<file path="src/hdl/prw_pkg.sv">
// ----------------------------------------------------------------------------
// prw_pkg: shared definitions of the reordering window
// Widths, result kinds, engine states and the structs passed between the
// input queue, the reorder engine and the output queue.
// ----------------------------------------------------------------------------
`default_nettype none

package prw_pkg;

  // Sequence number width and the pointer width, one bit wider so that a
  // pointer can sit at the end of the number space.
  localparam int SN_BITS    = 18;
  localparam int PTR_BITS   = SN_BITS + 1;

  // Window of the circular received map; the slot is the low bits of a
  // number, so the window is a power of two.
  localparam int WINDOW     = 32;
  localparam int SLOT_BITS  = $clog2(WINDOW);

  // Reordering timer limit register.
  localparam int LIMIT_BITS = 8;
  localparam logic [LIMIT_BITS-1:0] LIMIT_RESET = LIMIT_BITS'(4);

  // Stream data widths, rounded up to whole bytes.
  localparam int TDATA_BITS = ((SN_BITS + 7) / 8) * 8;

  // Kind of one result word.
  typedef enum logic [1:0] {
    KIND_ACCEPTED  = 2'd0,
    KIND_OLD       = 2'd1,
    KIND_BEYOND    = 2'd2,
    KIND_DELIVERED = 2'd3
  } kind_t;

  // Engine sequencer states.
  typedef enum logic [2:0] {
    ST_IDLE,
    ST_RUN,
    ST_TIMER,
    ST_SKIP,
    ST_RUN2,
    ST_FLUSH
  } eng_state_t;

  // One result word.
  typedef struct packed {
    kind_t              kind;
    logic [SN_BITS-1:0] seq;
    logic               last;
  } result_t;

  // Head of the input queue, already classified.
  typedef struct packed {
    logic               valid;
    logic [SN_BITS-1:0] seq;
    kind_t              kind;
  } head_t;

  // Engine state the classifier needs.
  typedef struct packed {
    logic [PTR_BITS-1:0] deliver_ptr;
    logic [WINDOW-1:0]   received_map;
  } view_t;

endpackage

`default_nettype wire

</file>
<file path="src/hdl/prw_front.sv">
// ----------------------------------------------------------------------------
// prw_front: input queue and classifier
// Holds up to two received sequence numbers and classifies the head one
// against the current window as accepted, old or duplicate, or beyond window.
// ----------------------------------------------------------------------------
`default_nettype none

module prw_front
  import prw_pkg::*;
(
  input  wire logic               clk,
  input  wire logic               rst,
  input  wire logic               in_valid,
  output logic                    in_ready,
  input  wire logic [SN_BITS-1:0] in_seq,
  input  wire view_t              view,
  input  wire logic               pop,
  output head_t                   head
);

  logic [SN_BITS-1:0] entries [2];
  logic               wr_ptr;
  logic               rd_ptr;
  logic [1:0]         count;
  logic               push;
  logic               take;

  logic [SN_BITS-1:0]  seq;
  logic [PTR_BITS:0]   seq_ext;
  logic [PTR_BITS:0]   dp_ext;
  logic [PTR_BITS:0]   top;
  logic                below;
  logic                beyond;
  logic                dup;

  assign in_ready = (count != 2'd2);
  assign push     = in_valid && in_ready;
  assign take     = pop && (count != 2'd0);

  // Queue pointers and fill count.
  always_ff @(posedge clk) begin
    if (rst) begin
      wr_ptr <= 1'b0;
      rd_ptr <= 1'b0;
      count  <= 2'd0;
    end else begin
      if (push) begin
        wr_ptr <= ~wr_ptr;
      end
      if (take) begin
        rd_ptr <= ~rd_ptr;
      end
      count <= count + {1'b0, push} - {1'b0, take};
    end
  end

  // Queue storage.
  always_ff @(posedge clk) begin
    if (push) begin
      entries[wr_ptr] <= in_seq;
    end
  end

  // Classify the head word against the window [deliver_ptr, deliver_ptr + WINDOW).
  always_comb begin
    seq     = entries[rd_ptr];
    seq_ext = (PTR_BITS + 1)'(seq);
    dp_ext  = {1'b0, view.deliver_ptr};
    top     = dp_ext + (PTR_BITS + 1)'(WINDOW);
    below   = (seq_ext < dp_ext);
    beyond  = (seq_ext >= top);
    dup     = view.received_map[seq[SLOT_BITS-1:0]];

    head.valid = (count != 2'd0);
    head.seq   = seq;
    if (below || (!beyond && dup)) begin
      head.kind = KIND_OLD;
    end else if (beyond) begin
      head.kind = KIND_BEYOND;
    end else begin
      head.kind = KIND_ACCEPTED;
    end
  end

endmodule

`default_nettype wire

</file>
<file path="src/hdl/prw_engine.sv">
// ----------------------------------------------------------------------------
// prw_engine: reorder state and delivery sequencer
// Owns the received map, the pointers and the reordering timer. Takes one
// classified word, then walks deliveries one number per cycle when res_ready
// is high, holding the newest result so that the final one can be marked last.
// ----------------------------------------------------------------------------
`default_nettype none

module prw_engine
  import prw_pkg::*;
(
  input  wire logic                  clk,
  input  wire logic                  rst,
  input  wire logic                  cfg_we,
  input  wire logic [LIMIT_BITS-1:0] cfg_wdata,
  input  wire head_t                 head,
  output logic                       pop,
  output view_t                      view,
  output logic                       res_valid,
  output result_t                    res,
  input  wire logic                  res_ready
);

  eng_state_t              state, state_next;
  logic [PTR_BITS-1:0]     deliver_ptr, deliver_ptr_next;
  logic [PTR_BITS-1:0]     next_expected, next_expected_next;
  logic [PTR_BITS-1:0]     reorder_mark, reorder_mark_next;
  logic [LIMIT_BITS-1:0]   reorder_count, reorder_count_next;
  logic [WINDOW-1:0]       received_map, received_map_next;
  logic [LIMIT_BITS-1:0]   reorder_limit;
  result_t                 pend, pend_next;

  logic [PTR_BITS-1:0]     seq_ext;
  logic                    dp_bit;
  logic                    run_ok;
  logic [LIMIT_BITS-1:0]   eff_limit;
  logic [LIMIT_BITS-1:0]   cnt_a;
  logic [LIMIT_BITS-1:0]   cnt_b;
  logic [LIMIT_BITS-1:0]   cnt_c;
  logic                    start;
  logic [PTR_BITS-1:0]     mark_b;
  logic                    expire;

  assign view = '{deliver_ptr: deliver_ptr, received_map: received_map};

  // Limit register; zero behaves as one.
  always_ff @(posedge clk) begin
    if (rst) begin
      reorder_limit <= LIMIT_RESET;
    end else if (cfg_we) begin
      reorder_limit <= cfg_wdata;
    end
  end

  // State registers.
  always_ff @(posedge clk) begin
    if (rst) begin
      state         <= ST_IDLE;
      deliver_ptr   <= '0;
      next_expected <= '0;
      reorder_mark  <= '0;
      reorder_count <= '0;
      received_map  <= '0;
    end else begin
      state         <= state_next;
      deliver_ptr   <= deliver_ptr_next;
      next_expected <= next_expected_next;
      reorder_mark  <= reorder_mark_next;
      reorder_count <= reorder_count_next;
      received_map  <= received_map_next;
    end
  end

  // Pending result word.
  always_ff @(posedge clk) begin
    pend <= pend_next;
  end

  // Timer evaluation after the in-order run of the current word.
  always_comb begin
    eff_limit = (reorder_limit == '0) ? LIMIT_BITS'(1) : reorder_limit;
    cnt_a     = (reorder_count != '0 && deliver_ptr >= reorder_mark) ? '0 : reorder_count;
    cnt_b     = (cnt_a != '0) ? cnt_a + LIMIT_BITS'(1) : '0;
    start     = (cnt_b == '0) && (deliver_ptr < next_expected);
    mark_b    = start ? next_expected : reorder_mark;
    cnt_c     = start ? LIMIT_BITS'(1) : cnt_b;
    expire    = (cnt_c != '0) && (cnt_c >= eff_limit);
  end

  // Sequencer: next state and outputs.
  always_comb begin
    state_next         = state;
    deliver_ptr_next   = deliver_ptr;
    next_expected_next = next_expected;
    reorder_mark_next  = reorder_mark;
    reorder_count_next = reorder_count;
    received_map_next  = received_map;
    pend_next          = pend;
    pop                = 1'b0;
    res_valid          = 1'b0;
    res                = pend;
    res.last           = 1'b0;

    seq_ext = PTR_BITS'(head.seq);
    dp_bit  = received_map[deliver_ptr[SLOT_BITS-1:0]];
    run_ok  = (deliver_ptr < next_expected) && dp_bit;

    unique case (state)
      ST_IDLE: begin
        if (head.valid) begin
          pop            = 1'b1;
          pend_next.kind = head.kind;
          pend_next.seq  = head.seq;
          pend_next.last = 1'b0;
          state_next     = ST_TIMER;
          if (head.kind == KIND_ACCEPTED) begin
            received_map_next[head.seq[SLOT_BITS-1:0]] = 1'b1;
            if (seq_ext >= next_expected) begin
              next_expected_next = seq_ext + PTR_BITS'(1);
            end
            if (seq_ext == deliver_ptr) begin
              state_next = ST_RUN;
            end
          end
        end
      end

      // In-order run after an accepted word, and again after a skip.
      ST_RUN, ST_RUN2: begin
        if (run_ok) begin
          if (res_ready) begin
            res_valid      = 1'b1;
            pend_next.kind = KIND_DELIVERED;
            pend_next.seq  = deliver_ptr[SN_BITS-1:0];
            pend_next.last = 1'b0;
            received_map_next[deliver_ptr[SLOT_BITS-1:0]] = 1'b0;
            deliver_ptr_next = deliver_ptr + PTR_BITS'(1);
          end
        end else if (state == ST_RUN) begin
          state_next = ST_TIMER;
        end else begin
          reorder_count_next = '0;
          reorder_mark_next  = next_expected;
          state_next         = ST_FLUSH;
        end
      end

      ST_TIMER: begin
        if (expire) begin
          reorder_mark_next = mark_b;
          state_next        = ST_SKIP;
        end else begin
          reorder_count_next = cnt_c;
          reorder_mark_next  = (cnt_c == '0) ? next_expected : mark_b;
          if (res_ready) begin
            res_valid  = 1'b1;
            res.last   = 1'b1;
            state_next = ST_IDLE;
          end else begin
            state_next = ST_FLUSH;
          end
        end
      end

      // Timer expired: deliver what is held below the mark, step over gaps.
      ST_SKIP: begin
        if (deliver_ptr < reorder_mark) begin
          if (dp_bit) begin
            if (res_ready) begin
              res_valid      = 1'b1;
              pend_next.kind = KIND_DELIVERED;
              pend_next.seq  = deliver_ptr[SN_BITS-1:0];
              pend_next.last = 1'b0;
              received_map_next[deliver_ptr[SLOT_BITS-1:0]] = 1'b0;
              deliver_ptr_next = deliver_ptr + PTR_BITS'(1);
            end
          end else begin
            deliver_ptr_next = deliver_ptr + PTR_BITS'(1);
          end
        end else begin
          state_next = ST_RUN2;
        end
      end

      ST_FLUSH: begin
        if (res_ready) begin
          res_valid  = 1'b1;
          res.last   = 1'b1;
          state_next = ST_IDLE;
        end
      end

      default: begin
        state_next = ST_IDLE;
      end
    endcase
  end

endmodule

`default_nettype wire

</file>
<file path="src/hdl/prw_out_queue.sv">
// ----------------------------------------------------------------------------
// prw_out_queue: two-word result queue
// Registers result words between the engine and the output stream so that
// the engine need not wait on the consumer from one cycle to the next.
// ----------------------------------------------------------------------------
`default_nettype none

module prw_out_queue
  import prw_pkg::*;
(
  input  wire logic    clk,
  input  wire logic    rst,
  input  wire logic    in_valid,
  output logic         in_ready,
  input  wire result_t in_word,
  output logic         out_valid,
  input  wire logic    out_ready,
  output result_t      out_word
);

  result_t    entries [2];
  logic       wr_ptr;
  logic       rd_ptr;
  logic [1:0] count;
  logic       push;
  logic       take;

  assign in_ready  = (count != 2'd2);
  assign out_valid = (count != 2'd0);
  assign out_word  = entries[rd_ptr];
  assign push      = in_valid && in_ready;
  assign take      = out_valid && out_ready;

  // Pointers and fill count.
  always_ff @(posedge clk) begin
    if (rst) begin
      wr_ptr <= 1'b0;
      rd_ptr <= 1'b0;
      count  <= 2'd0;
    end else begin
      if (push) begin
        wr_ptr <= ~wr_ptr;
      end
      if (take) begin
        rd_ptr <= ~rd_ptr;
      end
      count <= count + {1'b0, push} - {1'b0, take};
    end
  end

  // Storage.
  always_ff @(posedge clk) begin
    if (push) begin
      entries[wr_ptr] <= in_word;
    end
  end

endmodule

`default_nettype wire

</file>
<file path="src/hdl/pdcp_reorder_window.sv">
// ----------------------------------------------------------------------------
// pdcp_reorder_window: receive-side reordering window
// The engine takes a number from the head of the input queue and holds its
// first result word as pending; the word then enters the result queue, which
// registers it for the stream. On a timer expiry it goes out later, with the
// first delivered number of the skip or at the end of it. The engine's single
// delivery sequencer handles one number at a time and takes the next only
// after the last word of the one before; an in-order run, the walk over the
// slots up to the mark on an expiry (at most WINDOW) and output stalls delay it.
// Reset (rst, synchronous): pointers, timer and received map clear, both
// queues empty, reorder_limit returns to 4.
// ----------------------------------------------------------------------------
`default_nettype none

module pdcp_reorder_window
  import prw_pkg::*;
(
  input  wire logic                  clk,
  input  wire logic                  rst,
  // Limit register write.
  input  wire logic                  cfg_we,
  input  wire logic [LIMIT_BITS-1:0] cfg_wdata,
  // Received numbers.
  input  wire logic                  s_axis_tvalid,
  output logic                       s_axis_tready,
  input  wire logic [TDATA_BITS-1:0] s_axis_tdata,   // [SN_BITS-1:0] seq_num, rest zero
  // Result words.
  output logic                       m_axis_tvalid,
  input  wire logic                  m_axis_tready,
  output logic [TDATA_BITS-1:0]      m_axis_tdata,   // [SN_BITS-1:0] out_seq, rest zero
  output logic [1:0]                 m_axis_tuser,   // [1:0] kind
  output logic                       m_axis_tlast    // last
);

  head_t   head;
  view_t   view;
  logic    pop;
  logic    res_valid;
  logic    res_ready;
  result_t res;
  result_t out_word;

  // Input queue and classifier.
  prw_front u_front (
    .clk      (clk),
    .rst      (rst),
    .in_valid (s_axis_tvalid),
    .in_ready (s_axis_tready),
    .in_seq   (s_axis_tdata[SN_BITS-1:0]),
    .view     (view),
    .pop      (pop),
    .head     (head)
  );

  // Reorder state and delivery sequencer.
  prw_engine u_engine (
    .clk       (clk),
    .rst       (rst),
    .cfg_we    (cfg_we),
    .cfg_wdata (cfg_wdata),
    .head      (head),
    .pop       (pop),
    .view      (view),
    .res_valid (res_valid),
    .res       (res),
    .res_ready (res_ready)
  );

  // Result queue towards the output stream.
  prw_out_queue u_out_queue (
    .clk       (clk),
    .rst       (rst),
    .in_valid  (res_valid),
    .in_ready  (res_ready),
    .in_word   (res),
    .out_valid (m_axis_tvalid),
    .out_ready (m_axis_tready),
    .out_word  (out_word)
  );

  // Pack the result word onto the stream.
  assign m_axis_tdata = TDATA_BITS'(out_word.seq);
  assign m_axis_tuser = out_word.kind;
  assign m_axis_tlast = out_word.last;

endmodule

`default_nettype wire

</file>
<file path="config.mk">
export PLATFORM = sky130hd
export DESIGN_NAME = pdcp_reorder_window
export DESIGN_NICKNAME = d
export VERILOG_FILES = /design/src/hdl/prw_pkg.sv /design/src/hdl/prw_front.sv /design/src/hdl/prw_engine.sv /design/src/hdl/prw_out_queue.sv /design/src/hdl/pdcp_reorder_window.sv
export SDC_FILE = /design/constraint.sdc
export NUM_CORES = 1
export LEC_CHECK = 0
export BUFFER_PORTS_ARGS = -buffer_cell sky130_fd_sc_hd__buf_2
export CORE_ASPECT_RATIO = 1.2
export CORE_MARGIN = 1.5
export CORE_UTILIZATION = 50
export CTS_CLUSTER_SIZE = 25
export DETAILED_ROUTE_END_ITERATION = 10
export HOLD_SLACK_MARGIN = 0.02
export MAX_ROUTING_LAYER = met4
export PLACE_DENSITY = 0.65
export SYNTH_ARGS = -nofsm -noshare
export SYNTH_HDL_FRONTEND = slang
export SYNTH_SLANG_ARGS = --single-unit
export TNS_END_PERCENT = 10
</file>
<file path="constraint.sdc">
create_clock -name clk -period 15.3 [get_ports clk]
set_input_delay 2.295 -clock clk [delete_from_list [all_inputs] [get_ports clk]]
set_output_delay 2.295 -clock clk [all_outputs]
set_load 0.1 [all_outputs]
</file>
==> results.yml <==
floorplan:
  die_area_um2: 25900
  die_h_um: 176
  pin_count: 66
  num_rows: 63
  coreArea_um2: 24600
  die_x_um: 147
  initial_core_util_pct: 50.8
detailed_routing:
  num_vias: 9680
  drtIter0Drc: 666
  wl_mm: 30.0
  ant_nets: 0
  detail_route.first_pass.iterations: 5
  wl_per_cell_um: 18.2
  drc_errors: 0
  viasPerCell: 5.86
critical_path:
  rrSetupSlack_ps: 8720
  critical-path-top-delay-family: "compound AO/OA/AOI/OAI gates"
  critPathCapture: "u_out_queue.count[1]"
  crit_path_max_fanout: 14
  reg2regPathDepth: 29
  cp-startpoint: "u_engine.deliver_ptr[1]"
  path_buf_inv: 1
  startpoint_type: "flip-flop"
  crit_top_cell: "ha_1"
  cp_slowest_cell: "dfxtp_1"
  rr_startpoint: "u_engine.deliver_ptr[1]"
  worst_path_largest_cell_delay_ps: 810
  critical_path_class: "reg2reg"
  critPathArrivalTime_ps: 6970
  r2r_end: "u_out_queue.count[1]"
  crit_required_ps: 15690
  endpoint_kind: "flip-flop"
  cp.depth: 29
clock_network:
  cts_tree: "done"
  htree_num_levels: 1
  clk_pin_slew_ps: 60
  cts.sinks: 216
  hold_buffers: 0
  clk_latency_ps: 530
  ctsLongestPathBuffers: 3
  cts-buffers-inserted: 24
  cts_setup_buffers: 0
  cts_root_buf: "clkbuf_16"
  post_cts_resized: 0
run:
  max-cap-violations: 0
grt:
  grt_pass1_wl_mm: 47.9
  grtUsageTotal_pct: 23.9
  overflow: 0
  grt_max_degree: 60
  antenna_found_initial: 0
  first_global_vias: 9039
timing:
  fin_ws_ps: 8720
  slew_violations: 0
  rsz0062_at_grt: "no"
  max_freq_ghz: 0.152
  finClkSkew_ps: 18.7
  worst_pin_slew_ps: 1160
  fin_setup_tns_ps: 0
  fin_crit_sh_pct: 43.0
  timing.hold.ws_ps: 445
  setup_viol: 0
  finalHoldViolCount: 0
  period_needed_ps: 6580
  maxSlewHeadroom_pct: 22.5
synthesis:
  synthTopCellsByArea: "edfxtp_1 (24%), dfxtp_1 (19%), ha_1 (11%)"
  synth_edf_count: 98
  yosysSeqAreaShare_pct: 42.5
  async_flop_share_pct: 0
  synth_mux_area_share_pct: 10.3
  synth.distinct_cells: 75
  yosysTopAreaCellShare_pct: 23.6
  synth_largest_area_cell: "edfxtp_1"
  synth_area_per_cell_um2: 9.82
  synth-main-ff-cell: "dfxtp_1"
  synth_xor_area_share_pct: 2.94
  yosys_warnings: 0
  netlist_instances: 1272
  synthAdderAreaFrac_pct: 11.1
  synth_compound_area_share_pct: 13.8
  synth_top_family_by_area: "compound AO/OA/AOI/OAI gates"
  mappedNetlistArea_um2: 12500
  synth_seq_cells: 216
  synth-simple-area-share_pct: 13.7
final_layout:
  final_cell_area_um2: 13900
  regArea_um2: 5310
  instances_no_fill: 1651
  area_growth_pct: 11.0
  post-route-util_pct: 56.4
  fillers: 2197
  layout-drive-gt1-share_pct: 12.6
  layout.nets: 1455
  multiInputGateArea_um2: 6530
pwr:
  p_per_area_nw_per_um2: 167
  irDropWorstVdd_uv: 95.6
  leakage_nw: 5.36
  totalPowerFinal_mw: 2.31
place:
  place.gp.congestion: 0.934
  detailedPlace.worstSlack_ps: 8790
  place_area_um2: 13000
  dp_hpwl_mm: 21.3
  dp.cells: 1606
  portBuffers: 53
outcome:
  status: "completed"
min_path:
  min_path_type: "reg2reg"
## cell usage in the layout, fill, tap and decap left out, types with 14 or more instances in the layout
master	instances
dfxtp_1	118
clkbuf_16	27
o211ai_1	14
a21oi_1	62
mux2i_1	77
nor3_1	30
edfxtp_1	98
buf_4	16
nand3_1	54
nand2_1	66
buf_2	52
mux2_2	25
ha_1	111
xnor2_1	36
or3_1	18
inv_1	106
a21o_1	24
nor2_1	117
o21ai_0	62
## synthesized netlist by cell type, drive strengths merged, types with 12 or more instances
master	count
a211oi	12
a21o	24
a21oi	64
buf	22
clkbuf	42
dfxtp	118
edfxtp	98
ha	111
inv	106
mux2	25
mux2i	78
nand2	66
nand3	54
nand4	12
nor2	117
nor3	33
o211ai	14
o21ai	66
or3	18
xnor2	36
## logic make-up (layout without fill, tap and decap cells)
logic type      after synthesis  count (layout)
compound gates              261             261
xor+xnor                     42              42
fa+ha+maj                   111             111
buf+inv                     171             219
flops                       216             216
mux                         113             113
other cells                   1               7
simple gates                357             357
## sequential cells by signal, summed over array words and instances (netlist names), 8 cells and up, named ones only
signal,flops
u_out_queue.entries,42
u_front.entries,36
u_engine.received_map,32
u_engine.res,20
u_engine.deliver_ptr,19
u_engine.next_expected,19
u_engine.reorder_mark,19
u_engine.reorder_count,8
u_engine.reorder_limit,8
## metal layers
layer,GRT usage (%),vias to the layer above,wire (µm)
li1,-,4687,-
met1,31.3,4598,13400
met2,37.7,329,13900
met3,3.46,66,1900
met4,8.71,0,901
met5,-,-,0
## worst min-delay path by stage
| stage | from | to | slack (ps) | depth (start not counted) |
|---|---|---|---|---|
| global route | u_engine.res[8] | u_out_queue.entries[0][8] | 450 | 0 |
| CTS | u_engine.res[4] | u_out_queue.entries[0][4] | 440 | 0 |
| floorplan | u_engine.res[10] | u_out_queue.entries[0][10] | 420 | 0 |
| detailed placement | u_engine.res[8] | u_out_queue.entries[1][8] | 430 | 0 |
| finish | u_engine.res[3] | u_out_queue.entries[1][3] | 440 | 0 |
| global placement | u_engine.res[18] | u_out_queue.entries[0][18] | 420 | 0 |
## layout make-up
type	count	share of cell area, %
Multi-Input combinational cell	890	47.1
Sequential cell	216	38.2
Clock buffer	38	5.48
Tap cell	325	2.93
Inverter	107	2.90
Timing Repair Buffer	68	2.74
Clock inverter	6	0.613
Antenna cell	1	0.0180
## power breakdown
| group | leakage, nW | internal (mW) | switching, mW |
|---|---|---|---|
| Clock | 0.417 | 0.375 | 0.236 |
| Sequential | 1.86 | 0.714 | 0.0544 |
| Combinational | 3.08 | 0.283 | 0.651 |
| Total | 5.36 | 1.37 | 0.941 |
(Power assumes the default switching activity.)
